**src/jbrt_pkg.sv**
```systemverilog
`timescale 1ns / 1ps
`default_nettype none

package jbrt_pkg;

    // Field and register widths
    localparam int BASE_W  = 16;
    localparam int CAP_W   = 19;
    localparam int SEED_W  = 32;
    localparam int DELAY_W = 19;
    localparam int FAIL_W  = 5;
    localparam int SPAN_W  = 16;
    localparam int MOD_W   = SPAN_W + 1;

    // Register reset values
    localparam logic [BASE_W-1:0] BASE_RESET = 16'd1000;
    localparam logic [CAP_W-1:0]  CAP_RESET  = 19'd30000;
    localparam logic [SEED_W-1:0] SEED_RESET = 32'd1;

    // Failure count saturation
    localparam int FAIL_LIMIT_DEF = 30;

    // Jitter generator constants
    localparam logic [SEED_W-1:0] LCG_MUL = 32'd1103515245;
    localparam logic [SEED_W-1:0] LCG_ADD = 32'd12345;

    // Divide by ten as multiply by reciprocal, exact for 19-bit operands
    localparam int               DIV10_SHIFT = 23;
    localparam int               RECIP_W     = 20;
    localparam logic [RECIP_W-1:0] DIV10_RECIP = 20'd838861;

    localparam logic [DELAY_W-1:0] DELAY_MAX = 19'h7FFFF;

    // Configuration register indexes
    typedef enum logic [1:0] {
        CFG_BASE_INTERVAL = 2'd0,
        CFG_BACKOFF_CAP   = 2'd1,
        CFG_RNG_SEED      = 2'd2
    } jbrt_cfg_idx_t;

    // Input kinds
    localparam logic OP_START   = 1'b0;
    localparam logic OP_OUTCOME = 1'b1;

    // Sequencer states
    typedef enum logic [2:0] {
        ST_IDLE,
        ST_BACKOFF,
        ST_SPAN,
        ST_LCG,
        ST_DIV_GO,
        ST_DIV_WAIT,
        ST_SUM,
        ST_DONE
    } jbrt_state_t;

endpackage

`default_nettype wire

```
**src/jbrt_div.sv**
```systemverilog
`timescale 1ns / 1ps
`default_nettype none

// Serial restoring remainder unit: one quotient bit per cycle
module jbrt_div (
    input  wire logic                      aclk,
    input  wire logic                      aresetn,
    input  wire logic                      start,
    input  wire logic [jbrt_pkg::SEED_W-1:0] dividend,
    input  wire logic [jbrt_pkg::MOD_W-1:0]  divisor,
    output logic                           done,
    output logic [jbrt_pkg::MOD_W-1:0]     remainder
);

    localparam int DVD_W = jbrt_pkg::SEED_W;
    localparam int DSR_W = jbrt_pkg::MOD_W;
    localparam int CNT_W = $clog2(DVD_W);
    localparam logic [CNT_W-1:0] CNT_LAST = CNT_W'(DVD_W - 1);

    logic             busy_reg;
    logic             done_reg;
    logic [CNT_W-1:0] cnt_reg;
    logic [DVD_W-1:0] dvd_reg;
    logic [DSR_W-1:0] dsr_reg;
    logic [DSR_W-1:0] rem_reg;
    logic [DSR_W:0]   rem_shift;
    logic [DSR_W:0]   rem_diff;

    // Shift in the next dividend bit and trial-subtract
    assign rem_shift = {rem_reg, dvd_reg[DVD_W-1]};
    assign rem_diff  = rem_shift - {1'b0, dsr_reg};

    // Control
    always_ff @(posedge aclk) begin
        if (!aresetn) begin
            busy_reg <= 1'b0;
            done_reg <= 1'b0;
            cnt_reg  <= '0;
        end else begin
            done_reg <= busy_reg && (cnt_reg == CNT_LAST);
            if (start) begin
                busy_reg <= 1'b1;
                cnt_reg  <= '0;
            end else if (busy_reg) begin
                cnt_reg <= cnt_reg + CNT_W'(1);
                if (cnt_reg == CNT_LAST) begin
                    busy_reg <= 1'b0;
                end
            end
        end
    end

    // Datapath
    always_ff @(posedge aclk) begin
        if (start) begin
            dvd_reg <= dividend;
            dsr_reg <= divisor;
            rem_reg <= '0;
        end else if (busy_reg) begin
            dvd_reg <= {dvd_reg[DVD_W-2:0], 1'b0};
            if (rem_shift >= {1'b0, dsr_reg}) begin
                rem_reg <= rem_diff[DSR_W-1:0];
            end else begin
                rem_reg <= rem_shift[DSR_W-1:0];
            end
        end
    end

    assign done      = done_reg;
    assign remainder = rem_reg;

endmodule

`default_nettype wire

```
**src/jittered_backoff_retry_timer_unit.sv**
```systemverilog
`timescale 1ns / 1ps
`default_nettype none

// A word with jitter loads its span, advances the generator, runs the serial remainder over
// the 32-bit generator state, then sums and loads the output register for m_tvalid.
// An outcome word first doubles in the backoff state (at most 18 doublings, 19-bit cap).
// A delay under 10 ms skips the remainder and the sum; its result is the backed-off delay.
// Throughput: one word at a time; the next is accepted the cycle after the result loads,
// and a result held by m_tready stalls the sequencer. Reset: registers to defaults, gen 0.

module jittered_backoff_retry_timer_unit #(
    parameter int FAIL_LIMIT = jbrt_pkg::FAIL_LIMIT_DEF
) (
    input  wire logic        aclk,
    input  wire logic        aresetn,
    // Input channel
    input  wire logic        s_tvalid,
    output logic             s_tready,
    input  wire logic [7:0]  s_tdata,   // [0] attempt_ok, [7:1] zero
    input  wire logic        s_tuser,   // [0] op
    // Result channel
    output logic             m_tvalid,
    input  wire logic        m_tready,
    output logic [31:0]      m_tdata,   // [18:0] retry_wait, [19] reachable,
                                        // [24:20] fail_count, [31:25] zero
    // Configuration channel
    input  wire logic        cfg_valid,
    output logic             cfg_ready,
    input  wire logic [1:0]  cfg_index,
    input  wire logic [31:0] cfg_data
);

    localparam int BASE_W  = jbrt_pkg::BASE_W;
    localparam int CAP_W   = jbrt_pkg::CAP_W;
    localparam int SEED_W  = jbrt_pkg::SEED_W;
    localparam int DELAY_W = jbrt_pkg::DELAY_W;
    localparam int FAIL_W  = jbrt_pkg::FAIL_W;
    localparam int SPAN_W  = jbrt_pkg::SPAN_W;
    localparam int MOD_W   = jbrt_pkg::MOD_W;
    localparam int PROD_W  = DELAY_W + jbrt_pkg::RECIP_W;
    localparam int SUM_W   = DELAY_W + 1;
    localparam logic [FAIL_W-1:0] FAIL_LIM = FAIL_W'(FAIL_LIMIT);

    // Configuration registers
    logic [BASE_W-1:0] base_reg;
    logic [CAP_W-1:0]  cap_reg;
    logic [SEED_W-1:0] seed_reg;

    // Block state
    logic [SEED_W-1:0] rng_reg;
    logic [FAIL_W-1:0] fails_reg;
    logic              reach_reg;

    // Sequencer and datapath
    jbrt_pkg::jbrt_state_t state_reg, state_next;
    logic [DELAY_W-1:0] d_reg;
    logic [DELAY_W-1:0] c_reg;
    logic [FAIL_W-1:0]  iter_reg;
    logic [SPAN_W-1:0]  span_reg;
    logic [DELAY_W-1:0] result_reg;

    // Output register
    logic               m_valid_reg;
    logic [DELAY_W-1:0] m_delay_reg;
    logic               m_reach_reg;
    logic [FAIL_W-1:0]  m_fail_reg;

    logic               accept;
    logic               div_start;
    logic               div_done;
    logic               out_load;
    logic [MOD_W-1:0]   div_rem;
    logic [MOD_W-1:0]   modulus;
    logic [BASE_W-1:0]  eff_base;
    logic [DELAY_W-1:0] eff_cap;
    logic               back_stop;
    logic               back_clamp;
    logic [PROD_W-1:0]  span_prod;
    logic [SEED_W-1:0]  rng_next;
    logic [SUM_W-1:0]   sum;
    logic [DELAY_W-1:0] sum_sat;

    // Effective base and cap
    assign eff_base = (base_reg == '0) ? BASE_W'(1) : base_reg;
    assign eff_cap  = (cap_reg > DELAY_W'(eff_base)) ? cap_reg : DELAY_W'(eff_base);

    // Shared doubling step: stop at count or cap, clamp past half cap
    assign back_stop  = (iter_reg >= fails_reg) || (d_reg >= c_reg);
    assign back_clamp = d_reg > (c_reg >> 1);

    // Span is delay / 10 by reciprocal
    assign span_prod = PROD_W'(d_reg) * PROD_W'(jbrt_pkg::DIV10_RECIP);

    // Generator advance, modulo 2^32
    assign rng_next = rng_reg * jbrt_pkg::LCG_MUL + jbrt_pkg::LCG_ADD;

    assign modulus = {span_reg, 1'b1};

    // Offset delay, then saturate and floor
    assign sum = SUM_W'(d_reg) + SUM_W'(div_rem) - SUM_W'(span_reg);
    always_comb begin
        if (sum > SUM_W'(jbrt_pkg::DELAY_MAX)) begin
            sum_sat = jbrt_pkg::DELAY_MAX;
        end else if (sum == '0) begin
            sum_sat = DELAY_W'(1);
        end else begin
            sum_sat = sum[DELAY_W-1:0];
        end
    end

    jbrt_div u_div (
        .aclk      (aclk),
        .aresetn   (aresetn),
        .start     (div_start),
        .dividend  (rng_reg),
        .divisor   (modulus),
        .done      (div_done),
        .remainder (div_rem)
    );

    // Next state
    always_comb begin
        state_next = state_reg;
        unique case (state_reg)
            jbrt_pkg::ST_IDLE: begin
                if (s_tvalid) begin
                    state_next = (s_tuser == jbrt_pkg::OP_START) ?
                                 jbrt_pkg::ST_SPAN : jbrt_pkg::ST_BACKOFF;
                end
            end
            jbrt_pkg::ST_BACKOFF: begin
                if (back_stop || back_clamp) begin
                    state_next = jbrt_pkg::ST_SPAN;
                end
            end
            jbrt_pkg::ST_SPAN:     state_next = jbrt_pkg::ST_LCG;
            jbrt_pkg::ST_LCG: begin
                state_next = (span_reg == '0) ? jbrt_pkg::ST_DONE : jbrt_pkg::ST_DIV_GO;
            end
            jbrt_pkg::ST_DIV_GO:   state_next = jbrt_pkg::ST_DIV_WAIT;
            jbrt_pkg::ST_DIV_WAIT: begin
                if (div_done) begin
                    state_next = jbrt_pkg::ST_SUM;
                end
            end
            jbrt_pkg::ST_SUM:      state_next = jbrt_pkg::ST_DONE;
            jbrt_pkg::ST_DONE: begin
                if (!m_valid_reg || m_tready) begin
                    state_next = jbrt_pkg::ST_IDLE;
                end
            end
            default:               state_next = jbrt_pkg::ST_IDLE;
        endcase
    end

    // Sequencer outputs
    always_comb begin
        s_tready  = 1'b0;
        div_start = 1'b0;
        out_load  = 1'b0;
        unique case (state_reg)
            jbrt_pkg::ST_IDLE:     s_tready  = 1'b1;
            jbrt_pkg::ST_DIV_GO:   div_start = 1'b1;
            jbrt_pkg::ST_DONE:     out_load  = !m_valid_reg || m_tready;
            default: begin
            end
        endcase
    end

    assign accept    = s_tvalid && s_tready;
    assign cfg_ready = 1'b1;

    // Control state, configuration and block state
    always_ff @(posedge aclk) begin
        if (!aresetn) begin
            state_reg   <= jbrt_pkg::ST_IDLE;
            m_valid_reg <= 1'b0;
            base_reg    <= jbrt_pkg::BASE_RESET;
            cap_reg     <= jbrt_pkg::CAP_RESET;
            seed_reg    <= jbrt_pkg::SEED_RESET;
            rng_reg     <= '0;
            fails_reg   <= '0;
            reach_reg   <= 1'b1;
        end else begin
            state_reg <= state_next;

            if (out_load) begin
                m_valid_reg <= 1'b1;
            end else if (m_tready) begin
                m_valid_reg <= 1'b0;
            end

            if (cfg_valid && cfg_ready) begin
                unique case (cfg_index)
                    jbrt_pkg::CFG_BASE_INTERVAL: base_reg <= cfg_data[BASE_W-1:0];
                    jbrt_pkg::CFG_BACKOFF_CAP:   cap_reg  <= cfg_data[CAP_W-1:0];
                    jbrt_pkg::CFG_RNG_SEED:      seed_reg <= cfg_data[SEED_W-1:0];
                    default: begin
                    end
                endcase
            end

            // Update outcome state on accept
            if (accept) begin
                if (s_tuser == jbrt_pkg::OP_START) begin
                    rng_reg   <= seed_reg;
                    fails_reg <= '0;
                    reach_reg <= 1'b1;
                end else if (s_tdata[0]) begin
                    fails_reg <= '0;
                    reach_reg <= 1'b1;
                end else begin
                    reach_reg <= 1'b0;
                    if (fails_reg < FAIL_LIM) begin
                        fails_reg <= fails_reg + FAIL_W'(1);
                    end
                end
            end

            // Advance the generator only when jitter applies
            if (state_reg == jbrt_pkg::ST_LCG && span_reg != '0) begin
                rng_reg <= rng_next;
            end
        end
    end

    // Delay datapath
    always_ff @(posedge aclk) begin
        case (state_reg)
            jbrt_pkg::ST_IDLE: begin
                d_reg    <= DELAY_W'(eff_base);
                c_reg    <= eff_cap;
                iter_reg <= '0;
            end
            jbrt_pkg::ST_BACKOFF: begin
                if (!back_stop) begin
                    if (back_clamp) begin
                        d_reg <= c_reg;
                    end else begin
                        d_reg    <= {d_reg[DELAY_W-2:0], 1'b0};
                        iter_reg <= iter_reg + FAIL_W'(1);
                    end
                end
            end
            jbrt_pkg::ST_SPAN: begin
                span_reg <= span_prod[PROD_W-1:jbrt_pkg::DIV10_SHIFT];
            end
            jbrt_pkg::ST_LCG: begin
                result_reg <= d_reg;
            end
            jbrt_pkg::ST_SUM: begin
                result_reg <= sum_sat;
            end
            default: begin
            end
        endcase
    end

    // Output register
    always_ff @(posedge aclk) begin
        if (out_load) begin
            m_delay_reg <= result_reg;
            m_reach_reg <= reach_reg;
            m_fail_reg  <= fails_reg;
        end
    end

    assign m_tvalid = m_valid_reg;
    assign m_tdata  = {7'd0, m_fail_reg, m_reach_reg, m_delay_reg};

    // Remainder unit reports only while the sequencer waits for it
    assert property (@(posedge aclk) disable iff (!aresetn)
        div_done |-> state_reg == jbrt_pkg::ST_DIV_WAIT)
        else $error("remainder done outside wait state");

    // Failure count never passes its limit
    assert property (@(posedge aclk) disable iff (!aresetn)
        fails_reg <= FAIL_LIM)
        else $error("failure count above limit");

    // Backed-off delay never exceeds the effective cap
    assert property (@(posedge aclk) disable iff (!aresetn)
        state_reg == jbrt_pkg::ST_SPAN |-> d_reg <= c_reg)
        else $error("backed-off delay above cap");

    // A delivered delay is never zero
    assert property (@(posedge aclk) disable iff (!aresetn)
        m_tvalid |-> m_tdata[DELAY_W-1:0] != '0)
        else $error("zero delay on output");

    // An accepted word leaves the idle state
    assert property (@(posedge aclk) disable iff (!aresetn)
        accept |=> state_reg != jbrt_pkg::ST_IDLE)
        else $error("accepted word did not start work");

endmodule

`default_nettype wire

```
**config.mk**
```make
export PLATFORM = sky130hd
export DESIGN_NAME = jittered_backoff_retry_timer_unit
export DESIGN_NICKNAME = d
export VERILOG_FILES = /design/src/jbrt_pkg.sv /design/src/jbrt_div.sv /design/src/jittered_backoff_retry_timer_unit.sv
export SDC_FILE = /design/constraint.sdc
export NUM_CORES = 2
export LEC_CHECK = 0
export BUFFER_PORTS_ARGS = -buffer_cell sky130_fd_sc_hd__buf_4
export CAP_MARGIN = 25
export CELL_PAD_IN_SITES_DETAIL_PLACEMENT = 1
export CELL_PAD_IN_SITES_GLOBAL_PLACEMENT = 2
export CORE_ASPECT_RATIO = 0.75
export CORE_MARGIN = 1
export CORE_UTILIZATION = 45
export DETAILED_ROUTE_END_ITERATION = 16
export PLACE_DENSITY = 0.95
export SETUP_SLACK_MARGIN = 0.1
export SLEW_MARGIN = 10
export SYNTH_ARGS = -nofsm -noshare
export SYNTH_HDL_FRONTEND = slang
export SYNTH_SLANG_ARGS = --single-unit
export TNS_END_PERCENT = 50
```
**constraint.sdc**
```tcl
create_clock -name aclk -period 16.3 [get_ports aclk]
set_input_delay 1.63 -clock aclk [delete_from_list [all_inputs] [get_ports aclk]]
set_output_delay 1.63 -clock aclk [all_outputs]
set_load 0.01 [all_outputs]
```
==> results.tsv <==
stage	metric	value	unit
cts	Post-CTS Hold Fix Bufs	0	
cts	root buf cell	clkbuf_16	
die	num ports	83	
sta	RSZ-0062 raised after global routing	false	
placement	detailed placement HPWL	70660	µm
cts	H-Tree Depth	1	
logic_synthesis	cell area after synthesis	29360	µm²
logic_synthesis	Post-synth EDFFs	151	
logic_synthesis	most common library cells after synthesis	inv_1 (724), ha_1 (444), fa_1 (304), nand2_1 (292), edfxtp_1 (151)	
logic_synthesis	async set or reset register ratio after synthesis	0	%
sta	setup total negative slack	0	ns
detailed_routing	first-pass iteration count of the detailed router	4	
global_route	vias in the first global route	23460	
logic_synthesis	Synth cell types	91	
die	initial core utilization	45.83	%
worst_setup_path	critical path endpoint category	register	
worst_setup_path	Setup crit start kind	register	
run_status	outcome	finished, final reports clean	
min_path	WHS Path Cells	0	
global_route	GR Overflow Total	0	
logic_synthesis	Synth Area in Adders	39.65	%
logic_synthesis	main combinational cell family by area after synthesis	adder cells	
detailed_routing	final WL	84840	µm
logic_synthesis	Mean Syn Cell Area	9.647	µm²
detailed_routing	vias per inst	5.373	
cts	postcts setup bufs	0	
die	DIE AREA	66270	µm²
die	chip width	296.9	µm
global_route	pin count of the biggest net entering global routing	110	
worst_setup_path	Setup crit start	rng_reg[8]	
cts	CTS clk-pin slew, worst paths	0.07	ns
die	die height	223.2	µm
logic_synthesis	synthesized instance count	3043	
logic_synthesis	xor/xnor cell area share of the yosys netlist	3.704	%
sta	Min Hold Slack	0.4205	ns
logic_synthesis	Post-Synth Simple-Gate Area	8.562	%
logic_synthesis	Yosys reg bits	284	
detailed_routing	drt wl/cell	21.37	µm
detailed_routing	Detail Route Antenna Nets	0	
layout	Area Overhead vs Synth	8.243	%
cts	clk sink count	284	
worst_setup_path	CP required	16.83	ns
logic_synthesis	area leader, netlist	fa_1	
placement	# port buffers	67	
worst_setup_path	Crit Path Max Fanout	8	
logic_synthesis	compound-cell area share of the yosys netlist	11.00	%
cts	Num CTS Buffers	30	
cts	CTS tree	yes	
sta	Final Hold Viols	0	
layout	fin nets	3882	
die	row count	80	
cts	clock latency on the worst-skew pair	0.62	ns
run	Max-Cap Viols	0	
placement	Final Wtd Congestion	0.9340	
logic_synthesis	top_reg_cell synth	edfxtp_1	
logic_synthesis	Synth top area share	20.73	%
logic_synthesis	synth warn	0	
detailed_routing	via count	21340	
sta	worst slew pin tran	0.9464	ns
worst_setup_path	depth of the most critical reg-to-reg path	22	
cts	CTS Buffer Depth	3	
logic_synthesis	most common cell in the netlist	inv_1	
die	core area	64060	µm²
worst_setup_path	kind of critical path	reg2reg	
global_route	Total GRT Usage	26.21	%
layout	layout cells sized above 1	6.592	%
global_route	antenna violations before repair	3	
sta	Final Skew	0.03337	ns
cts	Post-CTS Resized	0	
logic_synthesis	top post-synthesis cells by area	fa_1 (21%), ha_1 (19%), edfxtp_1 (15%)	
sta	final worst path period share	47.73	%
global_route	first-pass GRT wire length	135200	µm
layout	Diodes inserted	0	
sta	Slew Limit Fails	0	
worst_setup_path	WP data arrival	8.31	ns
logic_synthesis	mux contribution to synthesized area	1.952	%
sta	final-report setup violation count	0	
worst_setup_path	reg2reg start	rng_reg[8]	
min_path	Hold Path Class	reg2reg	
min_path	Hold Startpoint	result_reg[18]	
sta	final worst path period need	7.780	ns
layout	final-layout fill cell count	7282	
detailed_routing	Initial DRC Count	1220	
logic_synthesis	sequential fraction of the synthesis area	24.52	%
sta	Fmax achieved	0.1285	GHz
detailed_routing	drc violations	0	
sta	Slew headroom	36.90	%
[worst max-delay path, cell delays in order (launching register included)]
cell      delay (ns)
dfxtp_1         0.66
ha_1            0.47
xor2_1          0.23
ha_1            0.22
a21oi_1         0.30
fa_1            0.53
fa_1            0.60
inv_1           0.07
fa_1            0.53
fa_1            0.44
fa_1            0.56
inv_1           0.07
fa_1            0.55
inv_1           0.05
ha_1            0.39
a21o_1          0.22
a21oi_1         0.22
o211ai_1        0.15
a31oi_1         0.28
a311oi_2        0.21
a41oi_1         0.39
mux2_1          0.38
o221ai_2        0.16
[stage by stage]
| step | utilization [%] | setup WS (ns) | instances | area (µm²) |
|---|---|---|---|---|
| after global routing | 49.60 | 8.329 | 3971 | 31780 |
| after CTS | 49.51 | 8.584 | 3968 | 31720 |
| final | 49.60 | 8.520 | 3971 | 31780 |
| after global placement | 48.01 | 8.848 | 3911 | 30750 |
| after detailed placement | 48.03 | 8.627 | 3912 | 30770 |
| after floorplan | - | 9.865 | 3049 | 29380 |
[area by class of cell]
type / instances / area, µm² / share of cell area, %
multi-input cells: 1954 / 19110 / 60.13
well taps: 861 / 1077 / 3.390
inverters: 725 / 2721 / 8.564
flip-flops and latches: 284 / 7197 / 22.65
clock inverters: 12 / 106.4 / 0.3347
clock buffers: 44 / 843.3 / 2.654
repair buffers: 91 / 725.7 / 2.284
[cells in the final DEF (no fill, tap or decap), drive strengths merged, types with 5 or more instances in the layout]
cell,synthesis,layout
a211oi,8,8
a21boi,56,56
a21o,44,44
a21oi,92,92
a31oi,33,33
a41oi,5,5
and2,8,8
and3,17,17
buf,19,91
clkbuf,67,44
clkinv,0,8
conb,2,8
dfxtp,133,133
edfxtp,151,151
fa,304,304
ha,444,444
inv,725,728
mux2,18,18
mux2i,37,37
nand2,292,292
nand2b,15,15
nand3,36,36
nand4,19,19
nor2,88,88
nor2b,14,14
nor3,20,20
nor4,9,9
o2111ai,5,5
o211a,15,15
o211ai,39,39
o21a,19,19
o21ai,107,107
o21bai,5,5
or2,8,8
or3,9,9
xnor2,86,86
xor2,36,36
[worst paths after layout]
check / endpoint / slack, ns
worst max-delay path: rng_reg[30] / 8.52
worst min-delay path: m_delay_reg[18] / 0.42
worst max register to register: rng_reg[30] / 8.52
worst min register to register: m_delay_reg[18] / 0.42
[cells by family (layout without fill, tap and decap cells)]
group / count (synthesis) / after routing
other: 2 / 8
buffers and inverters: 811 / 872
AND/OR/NAND/NOR: 556 / 556
flip-flops: 284 / 284
AO/OA/AOI/OAI: 465 / 465
adder cells (fa/ha/maj): 748 / 748
XOR/XNOR: 122 / 122
multiplexers: 55 / 55
[layer usage]
| layer | GRT usage (%) | routed length [µm] |
|---|---|---|
| met5 | 0 | 0 |
| met4 | 3.625 | 1196 |
| met3 | 4.548 | 5179 |
| met2 | 41.62 | 38100 |
| met1 | 38.14 | 40360 |
Power is not shown: default switching activity piles up to over one toggle a cycle in this logic, so the estimate is an artifact.
